### src/design/ebe_pkg.sv
`timescale 1ns / 1ps
package ebe_pkg;

	localparam int unsigned MAX_RUN = 4;
	localparam int unsigned RUN_IDX_W = $clog2(MAX_RUN);

	localparam logic [7:0] ESCAPE_CHAR_RST = 8'd35;
	localparam logic [7:0] RIGHT_DELIM_RST = 8'd0;
	localparam logic       HTTP_MODE_RST   = 1'b0;

	localparam logic [7:0] CH_SPACE = 8'h20;
	localparam logic [7:0] CH_X     = 8'h78;
	localparam logic [7:0] CTRL_MAX = 8'h1F;
	localparam logic [7:0] DEL_MIN  = 8'h7F;

	typedef enum logic [1:0] {
		CFG_ESCAPE_CHAR = 2'd0,
		CFG_RIGHT_DELIM = 2'd1,
		CFG_HTTP_MODE   = 2'd2,
		CFG_UNUSED      = 2'd3
	} cfg_index_t;

	typedef struct packed {
		logic [7:0] in_byte;
		logic       start_of_string;
	} in_item_t;

	typedef struct packed {
		logic [7:0] out_byte;
		logic       last_of_run;
	} out_item_t;

	function automatic logic [7:0] hex_digit(input logic [3:0] nib);
		logic [7:0] d;
		if (nib < 4'd10) begin
			d = 8'h30 + {4'h0, nib};
		end else begin
			d = 8'h37 + {4'h0, nib};
		end
		return d;
	endfunction

	function automatic logic [7:0] word_lower(input logic [1:0] pos);
		logic [7:0] d;
		case (pos)
			2'd0: d = 8'h68;
			2'd1: d = 8'h74;
			2'd2: d = 8'h74;
			default: d = 8'h70;
		endcase
		return d;
	endfunction

	function automatic logic [7:0] word_upper(input logic [1:0] pos);
		logic [7:0] d;
		case (pos)
			2'd0: d = 8'h48;
			2'd1: d = 8'h54;
			2'd2: d = 8'h54;
			default: d = 8'h50;
		endcase
		return d;
	endfunction

endpackage

### src/design/byte_escape_encoder.sv
`timescale 1ns / 1ps
// an accepted item is registered in the input register, and then its run of
// escaped bytes in the output byte registers; one output byte per cycle while
// out_stall is low; an item gives 1, 2 or 4 output bytes, sent in index order
// an input register lets the next item wait while the current run drains
// reset: registers to defaults, match position zero, space flag set, no items held
module byte_escape_encoder (
	input  logic               clk,
	input  logic               arst_n,
	input  logic               in_valid,
	output logic               in_stall,
	input  ebe_pkg::in_item_t  in_data,
	output logic               out_valid,
	input  logic               out_stall,
	output ebe_pkg::out_item_t out_data,
	input  logic               cfg_valid,
	output logic               cfg_ready,
	input  logic [1:0]         cfg_index,
	input  logic [7:0]         cfg_data
);
	import ebe_pkg::*;

	logic [7:0] escape_char_q;
	logic [7:0] right_delim_q;
	logic       http_mode_q;
	logic [1:0] match_pos_q;
	logic       prev_space_q;

	logic       valid_s1;
	in_item_t   item_s1;

	logic                 res_valid_q;
	logic [7:0]           res_bytes_q [MAX_RUN];
	logic [RUN_IDX_W-1:0] res_last_q;
	logic [RUN_IDX_W-1:0] res_idx_q;

	logic in_acc, res_take, res_done, move;

	logic [7:0]           n_bytes [MAX_RUN];
	logic [RUN_IDX_W-1:0] n_last;
	logic [1:0]           n_match;
	logic                 n_space;

	assign cfg_ready = 1'b1;

	assign res_take = res_valid_q && !out_stall;
	assign res_done = res_take && (res_idx_q == res_last_q);
	assign move     = valid_s1 && (!res_valid_q || res_done);
	assign in_stall = valid_s1 && !move;
	assign in_acc   = in_valid && !in_stall;

	assign out_valid            = res_valid_q;
	assign out_data.out_byte    = res_bytes_q[res_idx_q];
	assign out_data.last_of_run = (res_idx_q == res_last_q);

	// escape logic on the held item
	always_comb begin
		logic [7:0] c;
		logic [1:0] pos;
		logic       sp;
		logic [2:0] nxt;
		c   = item_s1.in_byte;
		pos = item_s1.start_of_string ? 2'd0 : match_pos_q;
		sp  = item_s1.start_of_string ? 1'b1 : prev_space_q;
		nxt = 3'd0;
		for (int i = 0; i < MAX_RUN; i++) begin
			n_bytes[i] = c;
		end
		n_last  = RUN_IDX_W'(0);
		n_match = pos;
		n_space = sp;
		if (http_mode_q) begin
			if (c == word_lower(2'd0) || c == word_upper(2'd0)) begin
				nxt = 3'd1;
			end else if (c == word_lower(pos) || c == word_upper(pos)) begin
				nxt = {1'b0, pos} + 3'd1;
			end else begin
				nxt = 3'd0;
			end
		end
		if (http_mode_q && nxt == 3'd4) begin
			n_match    = 2'd0;
			n_bytes[0] = escape_char_q;
			n_bytes[1] = c;
			n_last     = RUN_IDX_W'(1);
		end else begin
			if (http_mode_q) begin
				n_match = nxt[1:0];
			end
			if (sp && c == CH_SPACE) begin
				n_bytes[0] = escape_char_q;
				n_bytes[1] = CH_SPACE;
				n_last     = RUN_IDX_W'(1);
			end else begin
				n_space    = (c == CH_SPACE);
				n_bytes[0] = escape_char_q;
				n_last     = RUN_IDX_W'(1);
				case (c)
					8'h00: n_bytes[1] = 8'h30;
					8'h08: n_bytes[1] = 8'h62;
					8'h0C: n_bytes[1] = 8'h66;
					8'h0A: n_bytes[1] = 8'h6E;
					8'h0D: n_bytes[1] = 8'h72;
					8'h09: n_bytes[1] = 8'h74;
					8'h0B: n_bytes[1] = 8'h76;
					default: begin
						if (c inside {[8'h00:CTRL_MAX], [DEL_MIN:8'hFF]}) begin
							n_bytes[1] = CH_X;
							n_bytes[2] = hex_digit(c[7:4]);
							n_bytes[3] = hex_digit(c[3:0]);
							n_last     = RUN_IDX_W'(3);
						end else if (c == escape_char_q || c == right_delim_q) begin
							n_bytes[1] = c;
						end else begin
							n_bytes[0] = c;
							n_last     = RUN_IDX_W'(0);
						end
					end
				endcase
			end
		end
	end

	always_ff @(posedge clk or negedge arst_n) begin
		if (!arst_n) begin
			escape_char_q <= ESCAPE_CHAR_RST;
			right_delim_q <= RIGHT_DELIM_RST;
			http_mode_q   <= HTTP_MODE_RST;
		end else if (cfg_valid && cfg_ready) begin
			case (cfg_index_t'(cfg_index))
				CFG_ESCAPE_CHAR: escape_char_q <= cfg_data;
				CFG_RIGHT_DELIM: right_delim_q <= cfg_data;
				CFG_HTTP_MODE:   http_mode_q   <= cfg_data[0];
				default: ;
			endcase
		end
	end

	always_ff @(posedge clk or negedge arst_n) begin
		if (!arst_n) begin
			valid_s1     <= 1'b0;
			res_valid_q  <= 1'b0;
			res_idx_q    <= '0;
			res_last_q   <= '0;
			match_pos_q  <= 2'd0;
			prev_space_q <= 1'b1;
		end else begin
			if (in_acc) begin
				valid_s1 <= 1'b1;
			end else if (move) begin
				valid_s1 <= 1'b0;
			end
			if (move) begin
				res_valid_q  <= 1'b1;
				res_idx_q    <= '0;
				res_last_q   <= n_last;
				match_pos_q  <= n_match;
				prev_space_q <= n_space;
			end else if (res_done) begin
				res_valid_q <= 1'b0;
			end else if (res_take) begin
				res_idx_q <= res_idx_q + RUN_IDX_W'(1);
			end
		end
	end

	// payload registers
	always_ff @(posedge clk) begin
		if (in_acc) begin
			item_s1 <= in_data;
		end
		if (move) begin
			for (int i = 0; i < MAX_RUN; i++) begin
				res_bytes_q[i] <= n_bytes[i];
			end
		end
	end

endmodule
### config.mk
export PLATFORM = sky130hd
export DESIGN_NAME = byte_escape_encoder
export DESIGN_NICKNAME = d
export VERILOG_FILES = /design/src/design/ebe_pkg.sv /design/src/design/byte_escape_encoder.sv
export SDC_FILE = /design/constraint.sdc
export NUM_CORES = 1
export LEC_CHECK = 0
export BUFFER_PORTS_ARGS = -buffer_cell sky130_fd_sc_hd__buf_2
export CELL_PAD_IN_SITES_DETAIL_PLACEMENT = 1
export CELL_PAD_IN_SITES_GLOBAL_PLACEMENT = 2
export CORE_MARGIN = 3
export CORE_UTILIZATION = 37
export CTS_CLUSTER_DIAMETER = 100
export DETAILED_ROUTE_END_ITERATION = 8
export MAX_ROUTING_LAYER = met4
export PLACE_DENSITY_LB_ADDON = 0.08
export SKIP_LAST_GASP = 1
export SLEW_MARGIN = 20
export SYNTH_ARGS = -nofsm -noshare
export SYNTH_HDL_FRONTEND = slang
export SYNTH_SLANG_ARGS = --single-unit
### constraint.sdc
create_clock -name clk -period 2.85 [get_ports clk]
set_input_delay 0.57 -clock clk [delete_from_list [all_inputs] [get_ports clk]]
set_output_delay 0.57 -clock clk [all_outputs]
set_load 0.02 [all_outputs]
Word-level counts from Yosys, hierarchy flattened
Memories as Yosys holds them, arrays and structs flattened.
Index checks and enable logic that the tools add are counted.
Widths: inputs -> output; s select.

storage, ports and cells
  register bits after elaboration = 35
  memory bits (writable) = 32
  output and inout port bits = 12
  memories = 1

memory list
  memory       depth  bits a word  read ports  clocked after Yosys merged registers in  wr ports  RTL line                   text
  res_bytes_q  4      8            1           0                                        4         byte_escape_encoder.sv:33  logic [7:0] res_bytes_q [MAX_RUN];

operators by class
  add/subtract/negate cells = 6
  magnitude comparators = 6
  eq/ne operators = 20
  mux-type cells = 42
  reduce and logical (&&, ||, !) cells = 30

operators with widths
  cell                 number
  $mux 16              6
  $mux 8               8
  $pmux 8 s7           1
  $eq 8x4->1 const B   6
  $eq 8x8->1           4
  $add 6x4->7 const A  4
  $mux 2               10
  $pmux 5 s2           2
  $eq 8x7->1 const B   2
  $mux 7               2
  $mux 1               10
  $logic_and 1x1->1    9
  $mux 3               3
  $eq 8x6->1 const B   1
  $ge 8x1->1 const B   1
  $ge 8x7->1 const B   1
  $le 8x5->1 const B   1
  $le 8x8->1 const B   1
  $logic_not 8->1      1
  $lt 4x4->1 const B   2
  $reduce_and 2->1     4
  $reduce_bool 2->1    4
  $reduce_or 7->1      1
  $eq 2x1->1 const B   2
  10 further kinds     18

Depth between registers and ports, before layout
Gate-level depths: netlist (run 1).

  word-level depth = 14
  gate-level depth with buffers = 10
  mapped depth without buffers = 8

Least setup slack after synthesis (run 1)
OpenSTA, ideal clock, no wires.

  path kind = register -> register
  start = register item_s1[0] (netlist name)
  end = memory res_bytes_q[2][2], data pin
  library setup time = 0.260 ns
  arrival = 2.448 ns
  path slack = 0.142 ns
  stages on the path, launching flop included = 11
  buffers on the path = 2
  clock period less this slack = 2.708 ns
  cell sequence = edfxtp_1 -> nor2b_1 -> inv_1 -> ha_1 -> nor3b_2 -> o21ai_1 -> or4_4 -> buf_6 -> nand4_1 -> buf_4 -> mux2_2

RTL lines
  what                    RTL line                    text
  from (decl)             byte_escape_encoder.sv:30   in_item_t item_s1;
  from (signal assigned)  byte_escape_encoder.sv:170  item_s1 <= in_data;
  to (decl)               byte_escape_encoder.sv:33

==> summary.txt, run 1 <==
Setup path
  • Worst endpoint required time: 2.94 ns
  • Worst setup EP type: register
  • Worst setup slack for register-to-register paths: 0.22 ns
  • Critical path peak fanout: 12
  • Critical Setup Path Class: register to register
  • R2r startpoint: item_s1[0]
  • Worst Setup SP: item_s1[0]
  • Arrival time of data at the critical path endpoint: 2.72 ns
  • Number of cell instances on the worst register-to-register path: 9
  • Crit path capture: res_bytes_q[2][2]
  • Endpoint of the most critical register-to-register path: res_bytes_q[2][2]
  • Startpoint type of the worst setup path: register

Layout
  • Area growth, synth to finish: 18.96%
  • Most common cell after layout, fill and taps aside: edfxtp_1
  • Leading cell types in the layout, fill and taps excluded: 40 x edfxtp_1, 34 x buf_2, 22 x dfrtp_1, 22 x buf_4, 21 x mux2_2
  • Final std cell area, no fill: 4294 um2
  • Antenna fix cells: 0
  • Final net count: 380
  • Layout cells sized above 1: 34.96%
  • Final core utilization: 45.82%

Drt
  • Number of vias after detailed routing: 2474
  • Number of nets with antenna violations after detailed routing: 0
  • Wirelength per Cell: 18.13 um
  • DRC violation count after routing: 0
  • Routed wire length: 8665 um
  • Starting DRC count in detailed routing: 105
  • DR pass1 iterations: 4
  • Vias per cell: 5.176

Timing
  • Worst-margin pin slew: 0.6321 ns
  • Clock Skews: 0.009097 ns
  • Crit path time final: 2.630 ns
  • Final Hold Vio Count: 0
  • Total count of max-transition violations in the final report: 0
  • Highest attainable clock frequency: 0.3802 GHz
  • Unrepaired setup endpoints after global routing: no
  • Min Hold Slack: 0.2418 ns
  • Final setup violation count: 0
  • Worst-case headroom to the max-slew limit: 57.86%
  • Final critical-path share of the clock period: 92.28%
  • Worst setup margin: 0.2201 ns

Floorplanning
  • Number of top-level pins: 36
  • Starting utilization of the core area: 38.52%
  • Die Footprint: 10980 um2
  • # rows: 35
  • Width of the chip: 104.8 um
  • Die Y: 104.8 um
  • Total core area: 9371 um2

Clocking
  • CTS Hold Buffers Added: 0
  • Root cell of the clock tree: clkbuf_8
  • Clock slew at reported path FFs: 0.08 ns
  • Later-pin clock latency in the skew report: 0.34 ns
  • Clock tree from TritonCTS: built
  • Total CTS buffers: 9
  • Htree depth: 3
  • Worst-case clock buffer depth: 2
  • # clock sinks: 66

Synthesis
  • Number of flops mapped to enable cells by yosys: 40
  • Average size of a mapped cell: 12.40 um2
  • Synth Flop Type: edfxtp_1
  • Sequential cell area fraction in the yosys report: 51.44%
  • Library cells used by synthesis: 60
  • Mapped cell area: 3610 um2
  • Post-synthesis sequential element count: 66
  • Share of flip-flops with an asynchronous set or reset: 39.39%
  • Synthesized instance count: 291
  • Count of yosys warnings during synthesis: 0

GRT
  • Vias in the first global route: 2609
  • Total grt overflow: 0
  • Pin count of the biggest net entering global routing: 32
  • Initial antenna violation count: 0
  • Global-route usage over all layers: 17.51%
  • First-pass GRT wire length: 14490 um

Place
  • Half-perimeter wire length after detailed placement: 6494 um
  • Total cell area at the placement stage: 4038 um2
  • Port-buffer cells: 34
  • Placer congestion estimate: 0.8426
  • Place WS: -0.08837 ns

Hold path
  • Min-delay worst type: input pin to asynchronous set/reset pin

Power and ir drop
  • Maximum ir drop on the vdd rail: 285.0 uV
  • Standby leakage power: 0.001772 uW
  • PwrDens: 1004 nW/um2
  • Power Total: 4309 uW

Flow run
  • Max-cap check violation count: 0

Outcome
  • Result of the run: finished clean
metrics by stage:
| step | cells | setup TNS [ns] |
|---|---|---|
| 2_1_floorplan | 292 | 0 |
| 3_3_place_gp | 459 | 0 |
| 3_5_place_dp | 459 | -0.5917 |
| 4_1_cts | 475 | 0 |
| 5_1_grt | 478 | 0 |
| 6_report | 478 | 0 |
synth_stat cells, types with 5 or more instances:
master	instances	area (um2)
a21oi_1	8	40.04
clkbuf_1	8	30.03
dfrtp_1	22	550.5
edfxtp_1	40	1201
ha_1	12	150.1
inv_1	14	52.55
mux2_2	21	236.5
mux2_4	7	105.1
mux4_2	7	157.7
nand2_1	17	63.81
nand2b_1	5	31.28
nand4_1	5	31.28
nor2_1	13	48.80
o21ai_0	13	65.06
xor2_1	18	157.7
final cells by class:
type | count | area (um2)
inverter | 14 | 52.55
sequential | 66 | 1857
tap | 129 | 161.4
multi-input combinational | 195 | 1632
clock inverter | 6 | 88.84
fill | 1010 | 5077
clock buffer | 10 | 127.6
timing repair buffer | 58 | 375.4
worst max-delay path, cell delays in order, from the launching register on:
cell and delay [ns]:
edfxtp_1 0.47, nand2b_4 0.19, inv_1 0.06, ha_1 0.24, xnor2_1 0.18, o21ai_1 0.12, or4_4 0.47, nand4_1 0.17
buf_12 0.16, mux2_2 0.34
worst min-delay path by stage:
stage | cells after the start | endpoint | startpoint | slack, ns
finish | 1 | valid_s1 | arst_n | 0.24
global route | 1 | valid_s1 | arst_n | 0.26
CTS | 1 | valid_s1 | arst_n | 0.25
detailed placement | 2 | match_pos_q[0] | match_pos_q[0] | 0.46
global placement | 2 | match_pos_q[0] | match_pos_q[0] | 0.46
floorplan | 0 | escape_char_q[2] | arst_n | 0.27
repair_timing:
item / 4_1_cts / 5_1_grt
resized for setup: 2 / 3
buffers inserted: 0 / 3
setup endpoints to repair: 10 / 10
endpoints found under the hold margin: 0 / 0
gates cloned: 0 / 0
pin swaps: 0 / 1
sequential cells by signal, indices dropped and copies added, names as in the netlist:
| name | flops |
|---|---|
| res_bytes_q | 31 |
| res_idx_q | 2 |
| right_delim_q | 8 |
| item_s1 | 9 |
| valid_s1 | 1 |
| prev_space_q | 1 |
| http_mode_q | 1 |
| escape_char_q | 8 |
| res_last_q | 2 |
| match_pos_q | 2 |
| out_valid | 1 |
logic make-up (layout without fill, tap and decap cells):
| group | after synthesis | count (layout) | synth area share (%) |
|---|---|---|---|
| other | 2 | 3 | 0.2080 |
| XOR/XNOR | 21 | 21 | 5.095 |
| flip-flops | 66 | 66 | 51.44 |
| buffers and inverters | 31 | 88 | 3.951 |
| AND/OR/NAND/NOR | 71 | 71 | 11.02 |
| adder cells (fa/ha/maj) | 12 | 12 | 4.159 |
| multiplexers | 39 | 39 | 14.94 |
| AO/OA/AOI/OAI | 49 | 49 | 9.185 |
where the power goes:
| part | switching, uW | internal, uW | total, uW |
|---|---|---|---|
| Sequential | 221 | 1450 | 1670 |
| Clock | 380 | 496 | 876 |
| Combinational | 959 | 800 | 1760 |
per-layer routing:
metal	share of wire, %	vias to the layer above	track usage [%]	wire [um]
met2	48	47	27.45	4202
met4	0.85	0	3.843	74
met3	3.3	6	3.706	286
met5	0	-	-	0
met1	47	1251	23.54	4102
li1	-	1170	-	-
No activity file was read; power rests on OpenSTA's default activity.
==> run 2: changes to the inputs <==
CORE_UTILIZATION = 42   (was 37)
CTS_BUF_LIST = sky130_fd_sc_hd__clkbuf_4 sky130_fd_sc_hd__clkbuf_8   (was not set)
SETUP_SLACK_MARGIN = 0.3   (was not set)
clock period = 2.6 ns   (was 2.85 ns; I/O delays follow)
==> summary.txt, run 2 (synthesized netlist as in run 1, its figures left out) <==
GRT
  • Global-route track usage on met1: 25.44%
  • Global-route usage over all layers: 19.94%
  • Layer with the highest usage: met2
  • Total grt overflow: 0
  • Initial antenna violation count: 0
  • Vias in the first global route: 2766
  • GR Util met2: 33.59%
  • First-pass GRT wire length: 14560 um
  • Pin count of the biggest net entering global routing: 27
  • Met3 GRT Util: 2.972%

Layout
  • Final net count: 404
  • Largest registers ranked by flip-flop count: res_bytes_q x31, item_s1 x9
  • Register name with the most flops: res_bytes_q
  • Final std cell area, no fill: 4588 um2
  • Area growth, synth to finish: 27.11%
  • Antenna fix cells: 0
  • Most common cell after layout, fill and taps aside: buf_4
  • Layout cells sized above 1: 43.70%
  • Leading cell types in the layout, fill and taps excluded: 42 x buf_4, 40 x edfxtp_1, 34 x buf_2, 22 x dfrtp_1
  • Number of flip-flops in the largest register: 31

Clocking
  • Clock tree from TritonCTS: built
  • CTS Hold Buffers Added: 0
  • Htree depth: 3
  • Total CTS buffers: 9
  • Root cell of the clock tree: clkbuf_8
  • Worst-case clock buffer depth: 2
  • # clock sinks: 66
  • Clock slew at reported path FFs: 0.08 ns
  • Later-pin clock latency in the skew report: 0.34 ns

Timing
  • Clock Skews: 0.01278 ns
  • Final Hold Vio Count: 0
  • Unrepaired setup endpoints after global routing: yes
  • Worst-margin pin slew: 0.6847 ns
  • Min Hold Slack: 0.2226 ns
  • Worst-case headroom to the max-slew limit: 54.36%
  • Crit path time final: 2.515 ns
  • Final setup violation count: 0
  • Final critical-path share of the clock period: 96.72%
  • Highest attainable clock frequency: 0.3976 GHz
  • Total count of max-transition violations in the final report: 0

Outcome
  • Result of the run: finished clean

Place
  • Half-perimeter wire length after detailed placement: 6710 um
  • Total cell area at the placement stage: 4192 um2
  • Port-buffer cells: 34
  • Placer congestion estimate: 0.7825

Power and ir drop
  • Int Power: 3343 uW
  • Standby leakage power: 0.001936 uW
  • Clock power share: 20.9%
  • Part of the power in combinational logic: 43.7%
  • Sequential fraction of design power: 35.3%
  • PwrDens: 1115 nW/um2
  • Switching power: 1774 uW
  • Maximum ir drop on the vdd rail: 355.1 uV
  • Sw Ratio: 34.67%

Floorplanning
  • # rows: 33
  • Starting utilization of the core area: 43.49%
  • Number of top-level pins: 36
  • Width of the chip: 98.71 um
  • Die Y: 98.71 um
  • Total core area: 8299 um2
  • Die Footprint: 9743 um2

Setup path
  • Worst setup EP type: register
  • Worst setup slack for register-to-register paths: 0.09 ns
  • Cell Chain, Critical Path: nor2b_4, inv_2, ha_4, nor3b_4, o21ai_2, or4_4, and4_4, buf_4, mux2_4
  • Number of buffers and inverters on the critical path: 2
  • Number of cell instances on the worst register-to-register path: 9
  • Largest stage delay on the critical path: 0.46 ns
  • Arrival time of data at the critical path endpoint: 2.59 ns
  • Critical Setup Path Class: register to register
  • Top delay family on crit path: simple AND/OR/NAND/NOR gates
  • Number of stages on the worst setup path: 9
  • Startpoint type of the worst setup path: register
  • Critical path's slowest cell: edfxtp_1
  • Worst endpoint required time: 2.68 ns
  • Critical path peak fanout: 4

Drt
  • Wirelength per Cell: 18.53 um
  • Vias per cell: 5.360
  • Starting DRC count in detailed routing: 93
  • Number of nets with antenna violations after detailed routing: 0
  • DR pass1 iterations: 4
  • Routed wire length: 8858 um
  • DRC violation count after routing: 0
  • Number of vias after detailed routing: 2562

Hold path
  • Min-delay worst type: input pin to asynchronous set/reset pin

Flow run
  • Max-cap check violation count: 0
[run 2: cell count changes in the layout (fill, tap and decap cells not counted), sizes merged]
cell / previous run / this run
buf: 58 / 82
bufinv: 2 / 3
clkinv: 1 / 2
clkinvlp: 1 / 0
inv: 16 / 15
[run 2: per-layer routing]
layer	part of all wire, %	vias to the layer above
met5	0	-
met4	0.82	0
li1	-	1219
met2	50	46
met1	46	1292
met3	3.1	5
[run 2: stage by stage]
step	setup TNS, ns	total power (uW)	setup slack [ns]	instances	utilization (%)
after detailed placement	0	3915	0.01112	452	50.51
after global placement	0	3848	0.09206	452	50.51
final	0	5117	0.08517	478	55.28
after CTS	0	5105	0.06503	474	54.70
after global routing	-0.03768	5449	-0.01382	478	55.28
after floorplan	0	3137	0.08650	292	-
[run 2: power groups by stage]
stage	registers (uW)	logic (uW)	clock network (uW)
detailed placement	1830	2080	0
global route	1850	2450	1140
floorplan	1740	1400	0
finish	1810	2240	1070
global placement	1810	2040	0
CTS	1810	2190	1100
[run 2: area by class of cell]
cell class | instances | area (um2)
clock inverter | 6 | 112.6
tap | 105 | 131.4
timing repair buffer | 82 | 570.5
clock buffer | 10 | 137.6
sequential | 66 | 1857
fill | 865 | 3711
inverter | 14 | 55.05
multi-input combinational | 195 | 1724
[run 2: final timing paths]
kind                                start                 to
setup / recovery               item_s1[0]  res_bytes_q[0][0]
hold / removal                     arst_n   escape_char_q[7]
setup reg to reg               item_s1[0]  res_bytes_q[0][0]
hold reg to reg            match_pos_q[0]     match_pos_q[0]
max in group asynchronous          arst_n      res_last_q[0]
min in group clk               in_data[6]         item_s1[6]
[run 2: repair_timing]
action | 4_1_cts | 5_1_grt
endpoints found under the setup margin | 21 | 29
pin swaps | 4 | 5
resized for setup | 11 | 11
setup buffers | 6 | 4
==> run 3: changes to the inputs <==
CELL_PAD_IN_SITES_DETAIL_PLACEMENT = not set   (was 1)
CELL_PAD_IN_SITES_GLOBAL_PLACEMENT = not set   (was 2)
==> summary.txt, run 3 (synthesized netlist as in run 1, its figures left out) <==
Outcome
  • Result of the run: finished clean

Layout
  • Leading cell types in the layout, fill and taps excluded: 40 x edfxtp_1, 34 x buf_2, 29 x buf_4, 22 x dfrtp_1
  • Antenna fix cells: 0
  • Area growth, synth to finish: 24.75%
  • Final net count: 392
  • Final core utilization: 54.26%
  • Register name with the most flops: res_bytes_q
  • Fillcell total: 732
  • Largest registers ranked by flip-flop count: res_bytes_q x31, item_s1 x9
  • Number of flip-flops in the largest register: 31
  • Most common cell after layout, fill and taps aside: edfxtp_1
  • Non-Filler Instances: 466
  • Layout cells sized above 1: 42.66%

Power and ir drop
  • Sw Ratio: 35.19%
  • Maximum ir drop on the vdd rail: 562.8 uV
  • PwrDens: 1087 nW/um2
  • Switching power: 1722 uW
  • Standby leakage power: 0.001879 uW
  • Int Power: 3173 uW
  • Clock power share: 19.7%
  • Sequential fraction of design power: 36.6%
  • Part of the power in combinational logic: 43.7%

Timing
  • Highest attainable clock frequency: 0.3946 GHz
  • Total count of max-transition violations in the final report: 0
  • Final Hold Vio Count: 0
  • Clock Skews: 0.01226 ns
  • Worst-margin pin slew: 0.6597 ns
  • Final critical-path share of the clock period: 97.48%
  • Final setup violation count: 0
  • Worst-case headroom to the max-slew limit: 56.02%
  • Unrepaired setup endpoints after global routing: yes
  • Worst setup margin: 0.06548 ns
  • Final total negative setup slack: 0 ns
  • Crit path time final: 2.535 ns

Flow run
  • Max-cap check violation count: 0

GRT
  • First-pass GRT wire length: 12700 um
  • Total grt overflow: 0
  • Initial antenna violation count: 0
  • Vias in the first global route: 2441
  • Global-route usage over all layers: 17.58%
  • Pin count of the biggest net entering global routing: 32

Floorplanning
  • # rows: 33
  • Total core area: 8299 um2
  • Number of top-level pins: 36
  • Die Y: 98.71 um
  • Die Footprint: 9743 um2
  • Starting utilization of the core area: 43.49%
  • Width of the chip: 98.71 um

Drt
  • DRC violation count after routing: 0
  • Wirelength per Cell: 16.72 um
  • Number of nets with antenna violations after detailed routing: 0
  • Number of vias after detailed routing: 2441
  • Starting DRC count in detailed routing: 100
  • DR pass1 iterations: 4
  • Routed wire length: 7790 um
  • Vias per cell: 5.238

Setup path
  • Startpoint type of the worst setup path: register
  • Critical path peak fanout: 9
  • Endpoint of the most critical register-to-register path: res_bytes_q[0][1]
  • Arrival time of data at the critical path endpoint: 2.63 ns
  • Worst setup slack for register-to-register paths: 0.07 ns
  • R2r startpoint: item_s1[0]
  • Worst endpoint required time: 2.70 ns
  • Worst setup EP type: register
  • Number of cell instances on the worst register-to-register path: 9
  • Critical Setup Path Class: register to register

Clocking
  • Clock slew at reported path FFs: 0.08 ns
  • Clock tree from TritonCTS: built
  • # clock sinks: 66
  • Total CTS buffers: 9
  • Worst-case clock buffer depth: 2
  • Htree depth: 3
  • Root cell of the clock tree: clkbuf_8
  • Later-pin clock latency in the skew report: 0.35 ns
  • CTS Hold Buffers Added: 0

Place
  • Half-perimeter wire length after detailed placement: 5739 um
  • Number of placed instances, taps included: 444
  • Place WS: 0.05538 ns
  • Placer congestion estimate: 0.8166
  • Port-buffer cells: 34

Hold path
  • Min-delay worst type: input pin to asynchronous set/reset pin
## run 3: timing repair
| action | CTS | global route |
|---|---|---|
| gates resized for setup | 3 | 23 |
| buffers inserted | 2 | 4 |
| hold endpoints to repair | 0 | 0 |
| pin swaps | 1 | 11 |
| setup endpoints to repair | 15 | 25 |
## run 3: worst max-delay path: stages (launching register included)
cell and delay, ns:
edfxtp_1 0.45, nand2b_4 0.20, inv_4 0.07, ha_4 0.21, xnor2_2 0.17, o21ai_2 0.09, or4_4 0.45, and4_4 0.20
buf_12 0.14, mux2_4 0.29
## run 3: metrics by stage
step                hold WS (ns)  power, uW  area, um2
floorplan                 0.2244       3137       3689
global placement          0.4758       3796       4144
detailed placement        0.4889       3814       4144
CTS                       0.1847       4806       4392
global route              0.2196       5205       4503
finish                    0.1957       4895       4503
## run 3: power groups by stage
stage	combinational (uW)	sequential (uW)	clock, uW
floorplan	1400	1740	0
global placement	1990	1810	0
finish	2140	1790	965
global route	2330	1830	1040
detailed placement	2000	1810	0
CTS	2020	1790	989
## run 3: layout make-up
class                      instances  area (um2)  share of cell area [%]
inverter                          14       55.05                   1.223
timing repair buffer              70       496.7                   11.03
clock inverter                     7       100.1                   2.223
clock buffer                       9       123.9                   2.751
multi-input combinational        195        1739                   38.62
tap                              105       131.4                   2.917
sequential                        66        1857                   41.23
## run 3: worst max path at each step
| stage | slack [ns] | startpoint | to | cells past startpoint |
|---|---|---|---|---|
| 3_3_place_gp | 0.11 | item_s1[0] | res_bytes_q[0][0] | 9 |
| 5_1_grt | -0.007 | item_s1[0] | res_bytes_q[0][1] | 9 |
| 3_5_place_dp | 0.06 | item_s1[0] | res_bytes_q[0][1] | 9 |
| 2_1_floorplan | 0.09 | item_s1[0] | res_bytes_q[0][0] | 10 |
| 4_1_cts | 0.08 | item_s1[0] | res_bytes_q[2][1] | 9 |
| 6_report | 0.07 | item_s1[0] | res_bytes_q[0][1] | 9 |
## run 3: metal layers
| layer | GRT usage (%) | part of all wire, % | up-vias |
|---|---|---|---|
| li1 | - | - | 1192 |
| met1 | 23.50 | 46 | 1182 |
| met2 | 26.21 | 47 | 60 |
| met3 | 4.812 | 4.9 | 7 |
| met4 | 5.567 | 1.2 | 0 |
| met5 | - | 0 | - |
